`config.mk`:
```
export PLATFORM = sky130hd
export DESIGN_NAME = detab_tab_expander_core
export DESIGN_NICKNAME = d
export VERILOG_FILES = /design/src/rtl/dtx_pkg.sv /design/src/rtl/dtx_front.sv /design/src/rtl/dtx_queue.sv /design/src/rtl/dtx_back.sv /design/src/rtl/detab_tab_expander_core.sv
export SDC_FILE = /design/constraint.sdc
export NUM_CORES = 1
export LEC_CHECK = 0
export BUFFER_PORTS_ARGS = -buffer_cell sky130_fd_sc_hd__buf_2
export CORE_ASPECT_RATIO = 1.25
export CORE_UTILIZATION = 62
export CTS_BUF_LIST = sky130_fd_sc_hd__clkbuf_2 sky130_fd_sc_hd__clkbuf_4 sky130_fd_sc_hd__clkbuf_8
export DETAILED_ROUTE_END_ITERATION = 6
export GPL_TIMING_DRIVEN = 0
export PLACE_DENSITY = 0.81
export SKIP_CTS_REPAIR_TIMING = 1
export SYNTH_ARGS = -nofsm -noshare
export SYNTH_HDL_FRONTEND = slang
export SYNTH_SLANG_ARGS = --single-unit
```
`constraint.sdc`:
```
create_clock -name clock -period 4.68 [get_ports clock]
set_input_delay 0.936 -clock clock [delete_from_list [all_inputs] [get_ports clock]]
set_output_delay 0.936 -clock clock [all_outputs]
set_load 0.05 [all_outputs]
```
`src/rtl/dtx_pkg.sv`:
```
// shared types and character codes for the tab expander
package dtx_pkg;

   // width of the column and tab countdown counters
   localparam int COL_W = 6;

   // character codes
   localparam logic [7:0] CH_BS  = 8'd8;
   localparam logic [7:0] CH_TAB = 8'd9;
   localparam logic [7:0] CH_NL  = 8'd10;
   localparam logic [7:0] CH_VT  = 8'd11;
   localparam logic [7:0] CH_SP  = 8'd32;
   localparam logic [7:0] CH_DEL = 8'd127;

   // tab size after reset
   localparam logic [COL_W-1:0] STOP_GAP_RESET = 6'd8;

   // command queue depth and pointer width
   localparam int QUEUE_DEPTH = 4;
   localparam int QPTR_W      = 2;

   // one output run: optional head char, a run of spaces, optional trailing backspace
   typedef struct packed {
      logic             has_head;
      logic [7:0]       head;
      logic [COL_W-1:0] spaces;
      logic             has_tail;
   } cmd_type;

   // output sequencer phase
   typedef enum logic [2:0] {
      PH_START = 3'b001,
      PH_SPACE = 3'b010,
      PH_TAIL  = 3'b100
   } phase_type;

endpackage

```
`src/rtl/dtx_front.sv`:
```
// front end: accepts requests, tracks column and tab stop, builds output commands
module dtx_front #(
   parameter int MAX_COLUMN = 63
) (
   input  logic                    clock,
   input  logic                    reset,
   input  logic                    csr_we,
   input  logic [dtx_pkg::COL_W-1:0] csr_wdata,
   input  logic                    accept,
   input  logic [7:0]              in_char,
   input  logic                    end_of_input,
   output dtx_pkg::cmd_type        cmd
);

   localparam logic [dtx_pkg::COL_W-1:0] MaxCol = dtx_pkg::COL_W'(MAX_COLUMN);

   logic [dtx_pkg::COL_W-1:0] size_ff, size_in;
   logic [dtx_pkg::COL_W-1:0] cd_ff, cd_in;
   logic [dtx_pkg::COL_W-1:0] col_ff, col_in;
   logic [dtx_pkg::COL_W-1:0] eff_size;
   logic [dtx_pkg::COL_W-1:0] tab_run;
   logic [dtx_pkg::COL_W-1:0] col_add;
   logic [dtx_pkg::COL_W:0]   col_sum;
   logic [dtx_pkg::COL_W-1:0] col_sat;

   // a zero tab size behaves as one
   assign eff_size = (size_ff == '0) ? dtx_pkg::COL_W'(1) : size_ff;
   assign tab_run  = (cd_ff == '0) ? eff_size : cd_ff;

   // saturating column advance
   assign col_add = (in_char == dtx_pkg::CH_TAB) ? tab_run : dtx_pkg::COL_W'(1);
   assign col_sum = {1'b0, col_ff} + {1'b0, col_add};
   assign col_sat = (col_sum > {1'b0, MaxCol}) ? MaxCol : col_sum[dtx_pkg::COL_W-1:0];

   // classify the request
   always_comb begin
      size_in      = csr_we ? csr_wdata : size_ff;
      cd_in        = cd_ff;
      col_in       = col_ff;
      cmd.has_head = 1'b1;
      cmd.head     = in_char;
      cmd.spaces   = '0;
      cmd.has_tail = 1'b0;
      if (end_of_input || in_char == dtx_pkg::CH_NL) begin
         cmd.head = dtx_pkg::CH_NL;
         col_in   = '0;
         cd_in    = eff_size;
      end else if (in_char == dtx_pkg::CH_TAB) begin
         cmd.has_head = 1'b0;
         cmd.spaces   = tab_run;
         col_in       = col_sat;
         cd_in        = eff_size;
      end else if (in_char == dtx_pkg::CH_VT) begin
         cmd.head   = dtx_pkg::CH_NL;
         cmd.spaces = col_ff;
         cd_in      = eff_size;
      end else if (in_char == dtx_pkg::CH_DEL) begin
         cmd.head     = dtx_pkg::CH_BS;
         cmd.spaces   = dtx_pkg::COL_W'(1);
         cmd.has_tail = 1'b1;
         col_in       = (col_ff == '0) ? '0 : col_ff - dtx_pkg::COL_W'(1);
         cd_in        = (cd_ff >= eff_size) ? dtx_pkg::COL_W'(1)
                                            : cd_ff + dtx_pkg::COL_W'(1);
      end else begin
         col_in = col_sat;
         cd_in  = (cd_ff <= dtx_pkg::COL_W'(1)) ? eff_size : cd_ff - dtx_pkg::COL_W'(1);
      end
   end

   // counter and register state
   always_ff @(posedge clock) begin
      if (reset) begin
         size_ff <= dtx_pkg::STOP_GAP_RESET;
         cd_ff   <= dtx_pkg::STOP_GAP_RESET;
         col_ff  <= '0;
      end else begin
         size_ff <= size_in;
         if (accept) begin
            cd_ff  <= cd_in;
            col_ff <= col_in;
         end
      end
   end

endmodule

```
`src/rtl/dtx_queue.sv`:
```
// short command queue between front end and output sequencer
module dtx_queue (
   input  logic             clock,
   input  logic             reset,
   input  logic             push,
   input  dtx_pkg::cmd_type push_cmd,
   input  logic             pop,
   output dtx_pkg::cmd_type head_cmd,
   output logic             not_empty,
   output logic             full
);

   dtx_pkg::cmd_type              slot_ff [dtx_pkg::QUEUE_DEPTH];
   logic [dtx_pkg::QPTR_W-1:0]    wr_ptr_ff, wr_ptr_in;
   logic [dtx_pkg::QPTR_W-1:0]    rd_ptr_ff, rd_ptr_in;
   logic [dtx_pkg::QPTR_W:0]      count_ff, count_in;

   assign not_empty = (count_ff != '0);
   assign full      = (count_ff == (dtx_pkg::QPTR_W+1)'(dtx_pkg::QUEUE_DEPTH));
   assign head_cmd  = slot_ff[rd_ptr_ff];

   // pointer and fill count update
   always_comb begin
      wr_ptr_in = push ? wr_ptr_ff + 1'b1 : wr_ptr_ff;
      rd_ptr_in = pop ? rd_ptr_ff + 1'b1 : rd_ptr_ff;
      count_in  = count_ff;
      if (push && !pop) begin
         count_in = count_ff + 1'b1;
      end else if (pop && !push) begin
         count_in = count_ff - 1'b1;
      end
   end

   always_ff @(posedge clock) begin
      if (reset) begin
         wr_ptr_ff <= '0;
         rd_ptr_ff <= '0;
         count_ff  <= '0;
      end else begin
         wr_ptr_ff <= wr_ptr_in;
         rd_ptr_ff <= rd_ptr_in;
         count_ff  <= count_in;
      end
   end

   // entry storage
   always_ff @(posedge clock) begin
      if (push) begin
         slot_ff[wr_ptr_ff] <= push_cmd;
      end
   end

endmodule

```
`src/rtl/dtx_back.sv`:
```
// output sequencer: expands queued commands into one character per cycle while the output is not stalled
module dtx_back (
   input  logic             clock,
   input  logic             reset,
   input  dtx_pkg::cmd_type head_cmd,
   input  logic             not_empty,
   output logic             pop,
   output logic             rsp_tvalid,
   input  logic             rsp_tready,
   output logic [7:0]       rsp_tdata,
   output logic             rsp_tlast
);

   dtx_pkg::phase_type        phase_ff, phase_in;
   logic [dtx_pkg::COL_W-1:0] cnt_ff, cnt_in;
   logic                      out_valid_ff, out_valid_in;
   logic [7:0]                out_char_ff, out_char_in;
   logic                      out_last_ff, out_last_in;
   logic                      advance;
   logic [7:0]                emit_char;
   logic [dtx_pkg::COL_W-1:0] spaces_done;
   logic                      at_tail;

   assign advance    = !out_valid_ff || rsp_tready;
   assign rsp_tvalid = out_valid_ff;
   assign rsp_tdata  = out_char_ff;
   assign rsp_tlast  = out_last_ff;

   // character for the current phase
   always_comb begin
      emit_char   = dtx_pkg::CH_SP;
      spaces_done = cnt_ff;
      at_tail     = 1'b0;
      case (phase_ff)
         dtx_pkg::PH_START: begin
            if (head_cmd.has_head) begin
               emit_char   = head_cmd.head;
               spaces_done = '0;
            end else begin
               spaces_done = dtx_pkg::COL_W'(1);
            end
         end
         dtx_pkg::PH_SPACE: begin
            spaces_done = cnt_ff + dtx_pkg::COL_W'(1);
         end
         dtx_pkg::PH_TAIL: begin
            emit_char = dtx_pkg::CH_BS;
            at_tail   = 1'b1;
         end
         default: begin
            at_tail = 1'b1;
         end
      endcase
   end

   // next phase and output register load
   always_comb begin
      phase_in     = phase_ff;
      cnt_in       = cnt_ff;
      out_valid_in = out_valid_ff;
      out_char_in  = out_char_ff;
      out_last_in  = out_last_ff;
      pop          = 1'b0;
      if (advance) begin
         out_valid_in = not_empty;
         out_char_in  = emit_char;
         out_last_in  = 1'b0;
         if (not_empty) begin
            if (!at_tail && spaces_done < head_cmd.spaces) begin
               phase_in = dtx_pkg::PH_SPACE;
               cnt_in   = spaces_done;
            end else if (!at_tail && head_cmd.has_tail) begin
               phase_in = dtx_pkg::PH_TAIL;
            end else begin
               phase_in    = dtx_pkg::PH_START;
               cnt_in      = '0;
               out_last_in = 1'b1;
               pop         = 1'b1;
            end
         end
      end
   end

   always_ff @(posedge clock) begin
      if (reset) begin
         phase_ff     <= dtx_pkg::PH_START;
         cnt_ff       <= '0;
         out_valid_ff <= 1'b0;
      end else begin
         phase_ff     <= phase_in;
         cnt_ff       <= cnt_in;
         out_valid_ff <= out_valid_in;
      end
   end

   // output payload
   always_ff @(posedge clock) begin
      out_char_ff <= out_char_in;
      out_last_ff <= out_last_in;
   end

endmodule

```
`src/rtl/detab_tab_expander_core.sv`:
```
// top level of the tab expander: front end, command queue, output sequencer
// rsp_tvalid rises once an accepted request has passed through the command queue and the output register
// throughput: one result character per cycle while the result side is ready; a request
//   produces 1 result character, 3 for delete, up to 64
// the four-entry command queue lets requests run ahead of long space runs
// reset: synchronous, active high; tab size and tab countdown return to 8, column to 0
module detab_tab_expander_core #(
   parameter int MAX_COLUMN = 63
) (
   input  logic       clock,
   input  logic       reset,
   input  logic       req_tvalid,
   output logic       req_tready,
   input  logic [7:0] req_tdata,   // [7:0] in_char
   input  logic       req_tlast,
   output logic       rsp_tvalid,
   input  logic       rsp_tready,
   output logic [7:0] rsp_tdata,   // [7:0] out_char
   output logic       rsp_tlast,
   input  logic       csr_we,
   input  logic [5:0] csr_wdata
);

   dtx_pkg::cmd_type front_cmd;
   dtx_pkg::cmd_type head_cmd;
   logic             accept;
   logic             q_full;
   logic             q_not_empty;
   logic             q_pop;

   // request acceptance while the queue has room
   assign req_tready = !q_full;
   assign accept     = req_tvalid && req_tready;

   dtx_front #(
      .MAX_COLUMN (MAX_COLUMN)
   ) u_front (
      .clock        (clock),
      .reset        (reset),
      .csr_we       (csr_we),
      .csr_wdata    (csr_wdata),
      .accept       (accept),
      .in_char      (req_tdata),
      .end_of_input (req_tlast),
      .cmd          (front_cmd)
   );

   dtx_queue u_queue (
      .clock     (clock),
      .reset     (reset),
      .push      (accept),
      .push_cmd  (front_cmd),
      .pop       (q_pop),
      .head_cmd  (head_cmd),
      .not_empty (q_not_empty),
      .full      (q_full)
   );

   dtx_back u_back (
      .clock      (clock),
      .reset      (reset),
      .head_cmd   (head_cmd),
      .not_empty  (q_not_empty),
      .pop        (q_pop),
      .rsp_tvalid (rsp_tvalid),
      .rsp_tready (rsp_tready),
      .rsp_tdata  (rsp_tdata),
      .rsp_tlast  (rsp_tlast)
   );

endmodule

```
Word level (Yosys, flattened, before mapping)

Memories as Yosys holds them, arrays and structs flattened. A register that Yosys moved wholly into a read port is not among the register bits.
Cells that the tools add are included.

Reductions and logical operators: 20
Equal/unequal tests: 10
$lt $le $gt $ge: 4
Muxes and demuxes: 43
Add/subtract/negate cells: 9

Operators by type and width:

| kind                  | number |
|---|---|
| $mux W6               | 18 |
| $eq A8 B4 Y1 const B  | 3 |
| $mux W8               | 3 |
| $logic_not A6 Y1      | 3 |
| $pmux W8 S2           | 1 |
| $mux W15              | 1 |
| $mux W14              | 1 |
| $add A6 B1 Y6 const B | 2 |
| $mux W3               | 4 |
| $pmux W6 S2           | 1 |
| $sub A6 B1 Y6 const B | 2 |
| $mux W1               | 11 |
| $eq A8 B7 Y1 const B  | 1 |
| $add A6 B6 Y7         | 1 |
| $gt A7 B6 Y1 const B  | 1 |
| $mux W7               | 1 |
| $eq A3 B3 Y1 const B  | 2 |
| $ge A6 B6 Y1          | 1 |
| $le A6 B1 Y1 const B  | 1 |
| $lt A6 B6 Y1          | 1 |
| $logic_and A1 B1 Y1   | 5 |
| $add A2 B1 Y2 const B | 2 |
| $logic_not A1 Y1      | 4 |
| $mux W2               | 2 |
| 12 further kinds      | 14 |

Memories: 1
Logic and storage cells: 98
RAM bits: 64
Flip-flop bits (word level): 44
Input bits: 20

Memories:

| memory          | words | width | read ports | clocked after Yosys merged registers in | wr ports | RTL line        | RTL |
|---|---|---|---|---|---|---|---|
| u_queue.slot_ff | 4     | 16    | 1          | 1                                       | 1        | dtx_queue.sv:13 | `dtx_pkg::cmd_type slot_ff [dtx_pkg::QUEUE_DEPTH];` |

Logic depth before layout (Yosys ltp)

Gate-level depths: netlist of run 1.

Depth in word-level cells: 11
Depth in mapped cells: 18
Depth with buffers taken out: 18

Modules after synthesis

From an unflattened synthesis of run 1, not the netlist that was laid out.

Cells, all modules: 504
Area, all modules: 5875.6 um^2

Modules (own cells, without submodules):

| module                  | sequential area each (um^2) | times used | area each (um^2) | cells each |
|---|---|---|---|---|
| dtx_queue               | 2102.0                      | 1          | 2776.4           | 128 |
| dtx_front               | 360.3                       | 1          | 1945.6           | 256 |
| dtx_back                | 470.5                       | 1          | 1143.6           | 118 |
| detab_tab_expander_core | 0.0                         | 1          | 10.0             | 2 |

Worst setup path before layout of run 1

OpenSTA, ideal clock, no wires.

Kind: in2reg
From: in req_tdata[5]
To: reg u_front.col_ff[3] in the netlist's numbering
Cell stages on the path: 13
Path buffers: 0
Data arrival time: 3531 ps
Path slack: 1017 ps
Cell sequence: or4_4 nor2_1 nand3_1 a211o_1 ha_1 inv_1 fa_1 nor2b_1 o21ai_0 a21oi_1 or3_1 o211ai_1 a21oi_1

Longest elaborated chain between the ends: 9

RTL lines:

| element              | RTL line                         | RTL |
|---|---|---|
| start, declared      | detab_tab_expander_core.sv:14    | `input logic [7:0] req_tdata,` |
| $eq A8 B4 Y1         | dtx_front.sv:31, dtx_front.sv:48 |  |
| $mux W6              | dtx_front.sv:31                  | `assign col_add = (in_char == dtx_pkg::CH_TAB) ? tab_run : dtx_pkg::COL_W'(1);` |
| $add A6 B6 Y7        | dtx_front.sv:32                  | `assign col_sum = {1'b0, col_ff} + {1'b0, col_add};` |
| $gt A7 B6 Y1         | dtx_front.sv:33                  | `assign col_sat = (col_sum > {1'b0, MaxCol}) ? MaxCol : col_sum[dtx_pkg::COL_W-1:0];` |
| $mux W6              | dtx_front.sv:33                  |  |
| $mux W6              | dtx_front.sv:57                  | `end else if (in_char == dtx_pkg::CH_DEL) begin` |
| $mux W6              | dtx_front.sv:53                  | `end else if (in_char == dtx_pkg::CH_VT) begin` |
| $mux W6              | dtx_front.sv:48                  | `end else if (in_char == dtx_pkg::CH_TAB) begin` |
| $mux W6              | dtx_front.sv:44                  | `if (end_of_input \|\| in_char == dtx_pkg::CH_NL) begin` |
| end signal, assigned | dtx_front.sv:80                  | `col_ff <= col_in;` |
| end, declared        | dtx_front.sv:19                  | `logic [dtx_pkg::COL_W-1:0] col_ff, col_in;` |

Parallel ways exist; a longest one is shown, timed or not. The select of a mux whose other input is x is not followed.
A chain may end at the register's enable or synchronous reset.

==> impl_metrics.toml, run 1 <==
[synthesis]
syn_area_per_cell_um2 = 11.2
synth-main-ff-cell = "edfxtp_1"
synth_cell_types = 67
synth_seq_cells = 110
netlist.area_leader.share_pct = 38.0
async_reset_ff_share_pct = 0
synthesis.area_um2 = 5770
yosysWarnings = 0
syn_nets = 564
yosys.area.top_type = "edfxtp_1"
ys_seq_area_share_pct = 50.8
synth_edf_count = 73
syn-instance-count = 513
synthTopCellsByArea = "edfxtp_1 38%, dfxtp_1 13%, ha_1 6.3%"

[cts]
cts.sinks = 110
clk_path_buf_depth = 2
cts-htree-levels = 3
clock_latency_ps = 380
cts_buffers = 9
cts_tree = "built"
path_clk_slew_ps = 100
ctsRootBufferMaster = "clkbuf_8"

[sta]
rsz0062_at_grt = "false"
final_hold_viol_count = 0
setup_viol = 0
finalSetupTns_ps = 0
maxSlewHeadroom_pct = 44.0
clock_skew_ps = 8.44
period_share_pct = 88.2
min_period_ps = 4130
drv_slew = 0
final.setup.worst_slack_ps = 551
fmax_ghz = 0.242
worst_slew_pin_slew_ps = 840

[status]
status = "finished, final reports clean"

[global_route]
grt_overflow = 0
grt_pass1_wl_mm = 19.4
antenna_found_initial = 0
grt_max_degree = 19
track_usage_pct = 27.1
grt_pass1_vias = 4039

[drt]
drtAntennaViolNets = 0
wl_per_cell_um = 17.9
drc = 0
viasPerCell = 6.07
routed_wl_mm = 12.1
vias = 4122
first_pass_iters = 4
drt_iter0_drc = 185

[critical_path]
critPathCaptureType = "register"
slowest_delay_ps = 500
cp_common_cell = "inv_1"
path_buf_inv = 5
crit_fanout = 10
crit_chain = "buf_2, clkbuf_1, mux4_2, inv_1, ha_1, a211oi_1, nor2_1, a211oi_4, nand2_2, and2_4, inv_1, ha_1, inv_1, fa_1, xor2_1, or3_1, a21oi_1"
slowest_stage = "clkbuf_1"
crit_required_ps = 4990
crit_family = "buffers and inverters"
worstSetupStartpointType = "register"
worstSetupPathType = "reg2reg"
worstPathArrival_ps = 4440

[worst_hold_path]
hold_path_class = "reg2reg"

[floorplan]
core_area_um2 = 9080
fp.dieW_um = 88.3
die_h_um = 110
placementRows = 39
initial_core_util_pct = 63.6
io_pins = 31
die_area_um2 = 9700

[cells_and_area]
layout.nets = 602
final_cells = 679
drive_gt1_share_pct = 15.3
antenna_cells = 0
area_growth_syn_to_layout_pct = 8.91
fill_cells = 704

[pwr]
vdd_ir_drop_max_v = 0.000198
leakagePower_nw = 2.37
p_per_area_nw_per_um2 = 471

[placed_design]
place_ws_ps = 519
port_buffers = 27
dp.cells = 663
dp_hpwl_mm = 8.98
gp_congestion = 0.911

[run]
maxCapViolCount = 0
[worst register-to-register path: cells and delay by family (launching register included)]
family / cells / cell delay, ps
adders and majority gates: 3 / 780
and+or+nand+nor: 4 / 800
buffers and inverters: 5 / 930
AOI/OAI and AO/OA: 3 / 640
xor gates and xnor gates: 1 / 170
DFF: 1 / 320
muxes: 1 / 410
[kinds of logic after synthesis]
logic type,Yosys count,share of synthesized area (%)
AO/OA/AOI/OAI,112,13.4
XOR/XNOR,12,1.82
adder cells (fa/ha/maj),31,6.98
buffers and inverters,52,3.75
flip-flops,110,50.8
multiplexers,28,8.41
AND/OR/NAND/NOR,168,14.8
[power breakdown]
part / internal (mW) / switching [mW]
clock network: 0.312 / 0.326
logic: 0.389 / 0.673
registers: 1.19 / 0.0683
[stage by stage]
stage                     util [%]  total power, mW  hold WS [ps]  instance area [µm²]
after floorplan                  -             2.10           461                 5770
after global placement        66.8             2.31           474                 6060
after detailed placement      66.8             2.34           496                 6060
after CTS                     69.2             2.97           509                 6280
after global routing          69.2             3.12           536                 6280
final                         69.2             2.96           510                 6280
[flip-flops by register name (all words and copies together) (netlist names), 2 cells and up, named ones only]
register,count
u_queue.wr_ptr_ff,2
u_back.rsp_tdata,8
u_back.phase_ff,3
u_back.cnt_ff,6
u_front.cd_ff,6
u_front.size_ff,6
u_queue.count_ff,3
u_queue.rd_ptr_ff,2
u_queue.slot_ff,64
u_front.col_ff,6
[final cells by class]
class	instances	area, µm²	area share (%)
inverters	29	109	1.73
plain buffers	23	108	1.71
clock inverters	6	93.8	1.49
well taps	123	154	2.45
flip-flops and latches	110	2930	46.7
repair buffers	27	135	2.15
clock buffers	10	131	2.09
multi-input cells	351	2620	41.7
[final timing paths]
check,startpoint,to,slack [ps],cells past startpoint
hold reg to reg,u_queue.wr_ptr_ff[1],u_queue.wr_ptr_ff[1],510,2
setup / recovery,register,u_queue.count_ff[2],550,17
setup reg to reg,register,u_queue.count_ff[2],550,17
hold / removal,u_queue.wr_ptr_ff[1],u_queue.wr_ptr_ff[1],510,2
[cell usage in the layout (no fill, tap or decap), types with 4 or more instances in the layout]
| master | netlist | routed |
|---|---|---|
| clkbuf_8 | 0 | 9 |
| a21o_1 | 5 | 5 |
| ha_1 | 29 | 29 |
| and3_1 | 7 | 7 |
| nor2b_1 | 11 | 11 |
| o221ai_1 | 6 | 6 |
| nand2b_1 | 7 | 7 |
| or3_1 | 4 | 4 |
| xnor2_1 | 9 | 9 |
| mux4_2 | 15 | 15 |
| o211ai_1 | 7 | 7 |
| clkbuf_1 | 18 | 18 |
| nand2_1 | 38 | 38 |
| nand3_1 | 15 | 15 |
| edfxtp_1 | 73 | 73 |
| a211oi_1 | 5 | 5 |
| mux2i_1 | 8 | 8 |
| buf_2 | 2 | 29 |
| o21ai_0 | 24 | 24 |
| and2_1 | 5 | 5 |
| a21oi_1 | 39 | 39 |
| nand4_1 | 4 | 4 |
| dfxtp_1 | 37 | 37 |
| nor3_1 | 13 | 13 |
| nor4_1 | 4 | 4 |
| nor2_1 | 43 | 43 |
| inv_1 | 28 | 28 |
[routing by layer]
| metal | vias to the layer above | share of wire (%) | global-route usage, % |
|---|---|---|---|
| met5 | - | 0 | 0 |
| met4 | 0 | 4.2 | 15.1 |
| met3 | 45 | 3.3 | 5.11 |
| met2 | 118 | 53 | 48.5 |
| met1 | 1986 | 39 | 29.9 |
| li1 | 1973 | - | - |
[cell usage after synthesis (3+ instances only)]
cell type / number
a31oi_1: 3
a21oi_1: 39
inv_1: 28
nor2_1: 43
dfxtp_1: 37
nor3_1: 13
clkbuf_1: 18
or3_1: 4
o21ai_0: 24
ha_1: 29
mux2i_1: 8
a21o_1: 5
nand2_1: 38
and3_1: 7
nor4_1: 4
xor2_1: 3
mux2_4: 3
nor2b_1: 11
xnor2_1: 9
nand2b_1: 7
a211oi_1: 5
o211ai_1: 7
o221ai_1: 6
edfxtp_1: 73
and2_1: 5
mux4_2: 15
nand3_1: 15
nand4_1: 4
No activity file was read; power rests on OpenSTA's default activity.
==> run 2: changes to the inputs <==
- HOLD_SLACK_MARGIN: default -> 0.08
- PLACE_DENSITY: 0.81 -> 0.89
- SLEW_MARGIN: default -> 20
==> impl_metrics.toml, run 2 (same netlist as run 1, synthesis figures left out) <==
[placed_design]
port_buffers = 27
gp_congestion = 0.959
dp.cells = 663
dp_hpwl_mm = 9.04

[pwr]
power.switching_mw = 1.07
power_frac_seq_pct = 42.7
p_int_mw = 1.89
netSwitchingFraction_pct = 36.2
vdd_ir_drop_max_v = 0.000187
p_comb_share_pct = 36.3
leakagePower_nw = 2.37
p_per_area_nw_per_um2 = 471
pwr-share-clk_pct = 21.0

[sta]
maxSlewHeadroom_pct = 44.9
drv_slew = 0
setup_viol = 0
rsz0062_at_grt = "false"
final_hold_viol_count = 0
finalSetupTns_ps = 0
min_period_ps = 4170
period_share_pct = 89.1
fmax_ghz = 0.240
worst_slew_pin_slew_ps = 827
clock_skew_ps = 9.99

[drt]
first_pass_iters = 5
wl_per_cell_um = 18.1
vias = 4158
routed_wl_mm = 12.3
drt_iter0_drc = 262
viasPerCell = 6.12
drtAntennaViolNets = 0
drc = 0

[cts]
ctsRootBufferMaster = "clkbuf_8"
path_clk_slew_ps = 100
cts-htree-levels = 3
cts_tree = "built"
cts.sinks = 110
cts_buffers = 9
clock_latency_ps = 370
clk_path_buf_depth = 2

[critical_path]
crit_fanout = 10
crit_required_ps = 4980
worstPathArrival_ps = 4470
critPathCaptureType = "register"
worstSetupStartpointType = "register"
worstSetupPathType = "reg2reg"

[cells_and_area]
final_util_pct = 69.2
area_growth_syn_to_layout_pct = 8.78
layout.nets = 602
antenna_cells = 0
multiInputGateArea_um2 = 2620
final_cell_mix = "73 x edfxtp_1, 43 x nor2_1, 39 x a21oi_1, 38 x nand2_1, 37 x dfxtp_1"
final_cells = 679
drive_gt1_share_pct = 15.3
fill_cells = 649
regArea_um2 = 2930
largest_register_ffs = 64
layout_commonest_cell = "edfxtp_1"
regMostFlops = "u_queue.slot_ff"

[floorplan]
die_h_um = 110
io_pins = 31
fp.dieW_um = 88.3
initial_core_util_pct = 63.6
placementRows = 39
core_area_um2 = 9080
die_area_um2 = 9700

[worst_hold_path]
hold_path_class = "reg2reg"

[global_route]
grt_overflow = 0
antenna_found_initial = 0
grt_pass1_wl_mm = 19.6
grt_max_degree = 18
track_usage_pct = 27.3
grt_pass1_vias = 4166

[run]
maxCapViolCount = 0

[status]
status = "finished, final reports clean"
## run 2: cell types whose count changed in the layout (fill, tap and decap cells not counted)
cell | before | now
inv_6 | 2 | 0
clkinv_2 | 0 | 2
## run 2: stage by stage
step	area [µm²]	total power [mW]	setup slack [ps]	hold WS [ps]
4_1_cts	6280	2.95	532	499
6_report	6280	2.96	512	498
3_5_place_dp	6060	2.34	467	485
3_3_place_gp	6060	2.30	544	473
2_1_floorplan	5770	2.10	1020	461
5_1_grt	6280	3.11	231	515
## run 2: path summary, 6_finish.rpt
check	start	endpoint	slack [ps]	cells after the start
max	register	u_queue.count_ff[2]	510	17
min	u_back.cnt_ff[5]	u_back.cnt_ff[5]	500	2
max reg2reg	register	u_queue.count_ff[2]	510	17
min reg2reg	u_back.cnt_ff[5]	u_back.cnt_ff[5]	500	2
## run 2: layout make-up
class,count,share of cell area (%)
Buffer,23,1.71
Multi-Input combinational cell,351,41.8
Clock inverter,6,1.38
Timing Repair Buffer,27,2.15
Clock buffer,10,2.09
Tap cell,123,2.45
Inverter,29,1.73
Sequential cell,110,46.7
## run 2: critical path, stage by stage (launching register included)
cell and delay (ps):
dfxtp_1 330, buf_2 230, clkbuf_1 510, mux4_2 410, inv_1 80, ha_1 240
a211oi_1 220, nor2_1 110, a211oi_4 270, nand2_2 170, and2_4 220, inv_1 50
ha_1 180, inv_1 80, fa_1 380, xor2_1 170, or3_1 300, a21oi_1 160
## run 2: power groups by stage
| stage | clock, mW | sequential, mW | combinational (mW) |
|---|---|---|---|
| global route | 0.658 | 1.28 | 1.17 |
| CTS | 0.625 | 1.26 | 1.07 |
| global placement | 0 | 1.27 | 1.03 |
| floorplan | 0 | 1.40 | 0.702 |
| finish | 0.621 | 1.26 | 1.07 |
| detailed placement | 0 | 1.28 | 1.06 |
## run 2: layer usage
metal | track usage, % | up-vias | part of all wire, %
met4 | 13.7 | 0 | 3.3
met1 | 29.8 | 2001 | 38
met5 | 0 | - | 0
met2 | 49.8 | 139 | 55
li1 | - | 1974 | -
met3 | 5.11 | 44 | 4.1
==> run 3: changes to the inputs <==
- clock period: 4.68 -> 4.14 ns (I/O delays scaled with it)
==> impl_metrics.toml, run 3 (same netlist as run 1, synthesis figures left out) <==
[status]
status = "finished, final reports clean"

[sta]
timing.hold.ws_ps = 502
fmax_ghz = 0.257
final_hold_viol_count = 0
rsz0062_at_grt = "false"
worst_slew_pin_slew_ps = 831
drv_slew = 0
maxSlewHeadroom_pct = 44.6
clock_skew_ps = 9.02
setup_viol = 0
finalSetupTns_ps = 0
period_share_pct = 93.9
min_period_ps = 3890

[worst_hold_path]
hold_path_class = "reg2reg"
hold_depth = 2
hold_path_end = "u_queue.wr_ptr_ff[0]"
worstHoldStart = "u_queue.wr_ptr_ff[0]"

[critical_path]
worstPathArrival_ps = 4190
r2r_cells = 17
critPathCaptureType = "register"
crit_fanout = 10
slowest_stage = "mux4_2"
slowest_delay_ps = 510
rrSetupSlack_ps = 250
worstSetupStartpointType = "register"
crit_chain = "buf_6, buf_12, mux4_2, inv_1, ha_1, a211oi_1, nor2_1, a211oi_4, nand2_2, and2_4, inv_1, ha_1, inv_1, fa_1, xor2_1, or3_1, a21oi_1"
rr_endpoint = "u_queue.count_ff[2]"
crit_required_ps = 4440
cp_common_cell = "inv_1"
crit_family = "adder cells"
path_buf_inv = 5
worstSetupPathType = "reg2reg"

[drt]
drt_iter0_drc = 288
first_pass_iters = 5
viasPerCell = 6.16
wl_per_cell_um = 18.2
vias = 4180
routed_wl_mm = 12.3
drc = 0
drtAntennaViolNets = 0

[cells_and_area]
area_growth_syn_to_layout_pct = 9.30
regMostFlops = "u_queue.slot_ff"
layout_commonest_cell = "edfxtp_1"
final_cell_mix = "73 x edfxtp_1, 43 x nor2_1, 39 x a21oi_1, 38 x nand2_1, 36 x dfxtp_1"
layout.nets = 602
regArea_um2 = 2930
largest_register_ffs = 64
fill_cells = 653
multiInputGateArea_um2 = 2630
antenna_cells = 0
drive_gt1_share_pct = 16.0

[global_route]
grt_pass1_wl_mm = 19.6
grt_overflow = 0
grt_max_degree = 18
track_usage_pct = 27.3
antenna_found_initial = 0
grt_pass1_vias = 4166

[cts]
clk_path_buf_depth = 2
cts-htree-levels = 3
ctsRootBufferMaster = "clkbuf_8"
cts.sinks = 110
cts_tree = "built"
path_clk_slew_ps = 100
clock_latency_ps = 370
cts_buffers = 9

[floorplan]
die_h_um = 110
core_area_um2 = 9080
placementRows = 39
initial_core_util_pct = 63.6
io_pins = 31
fp.dieW_um = 88.3
die_area_um2 = 9700

[placed_design]
dp_hpwl_mm = 9.04
gp_congestion = 0.959
port_buffers = 27

[pwr]
pwr-share-clk_pct = 20.8
p_per_area_nw_per_um2 = 535
leakagePower_nw = 2.38
power.switching_mw = 1.22
design_power_total_mw = 3.38
p_comb_share_pct = 36.8
power_frac_seq_pct = 42.4
p_int_mw = 2.15
netSwitchingFraction_pct = 36.2
vdd_ir_drop_max_v = 0.000214

[run]
maxCapViolCount = 0
## run 3: layer usage
layer / up-vias / global-route usage [%] / routed length, µm
li1: 1973 / - / -
met1: 2007 / 29.8 / 4590
met2: 155 / 49.8 / 6660
met3: 45 / 5.11 / 644
met4: 0 / 13.7 / 447
met5: - / 0 / 0
## run 3: worst reg2reg max path: cells and delay by family (launching register included)
family,cells,cell delay (ps)
adder cells (fa/ha/maj),3,800
AND/OR/NAND/NOR,4,790
flip-flops,1,340
XOR/XNOR,1,170
buffers and inverters,5,550
AO/OA/AOI/OAI,3,660
multiplexers,1,510
## run 3: final cells by class
cell class                      instances  area share (%)
Tap cell                              123            2.44
Timing Repair Buffer                   28            2.26
Inverter                               29            1.73
Clock buffer                           10            2.08
Sequential cell                       110            46.5
Multi-Input combinational cell        351            41.6
Clock inverter                          6            1.37
Buffer                                 22            1.96
## run 3: through the flow
step	utilization, %	cell area (µm²)	std cells	setup WS (ps)
after floorplan	-	5770	513	487
after global placement	66.8	6060	663	112
after detailed placement	66.8	6060	663	19.6
after CTS	69.2	6280	679	-8.08
after global routing	69.5	6310	679	38.4
final	69.5	6310	679	253
## run 3: worst max path at each step
stage,to,slack (ps),start,cells after the start
after floorplan,u_queue.count_ff[2],490,register,17
after global placement,u_front.col_ff[4],110,req_tdata[5],14
after detailed placement,u_queue.count_ff[2],20,register,17
after CTS,u_queue.count_ff[2],-8,register,17
after global routing,u_queue.count_ff[2],40,u_back.cnt_ff[0],18
final,u_queue.count_ff[2],250,register,17
## run 3: power groups by stage
stage	clock network, mW	registers, mW	logic [mW]
after CTS	0.707	1.43	1.21
final	0.703	1.43	1.24
after global placement	0	1.44	1.16
after global routing	0.747	1.45	1.35
after detailed placement	0	1.45	1.20
after floorplan	0	1.58	0.794
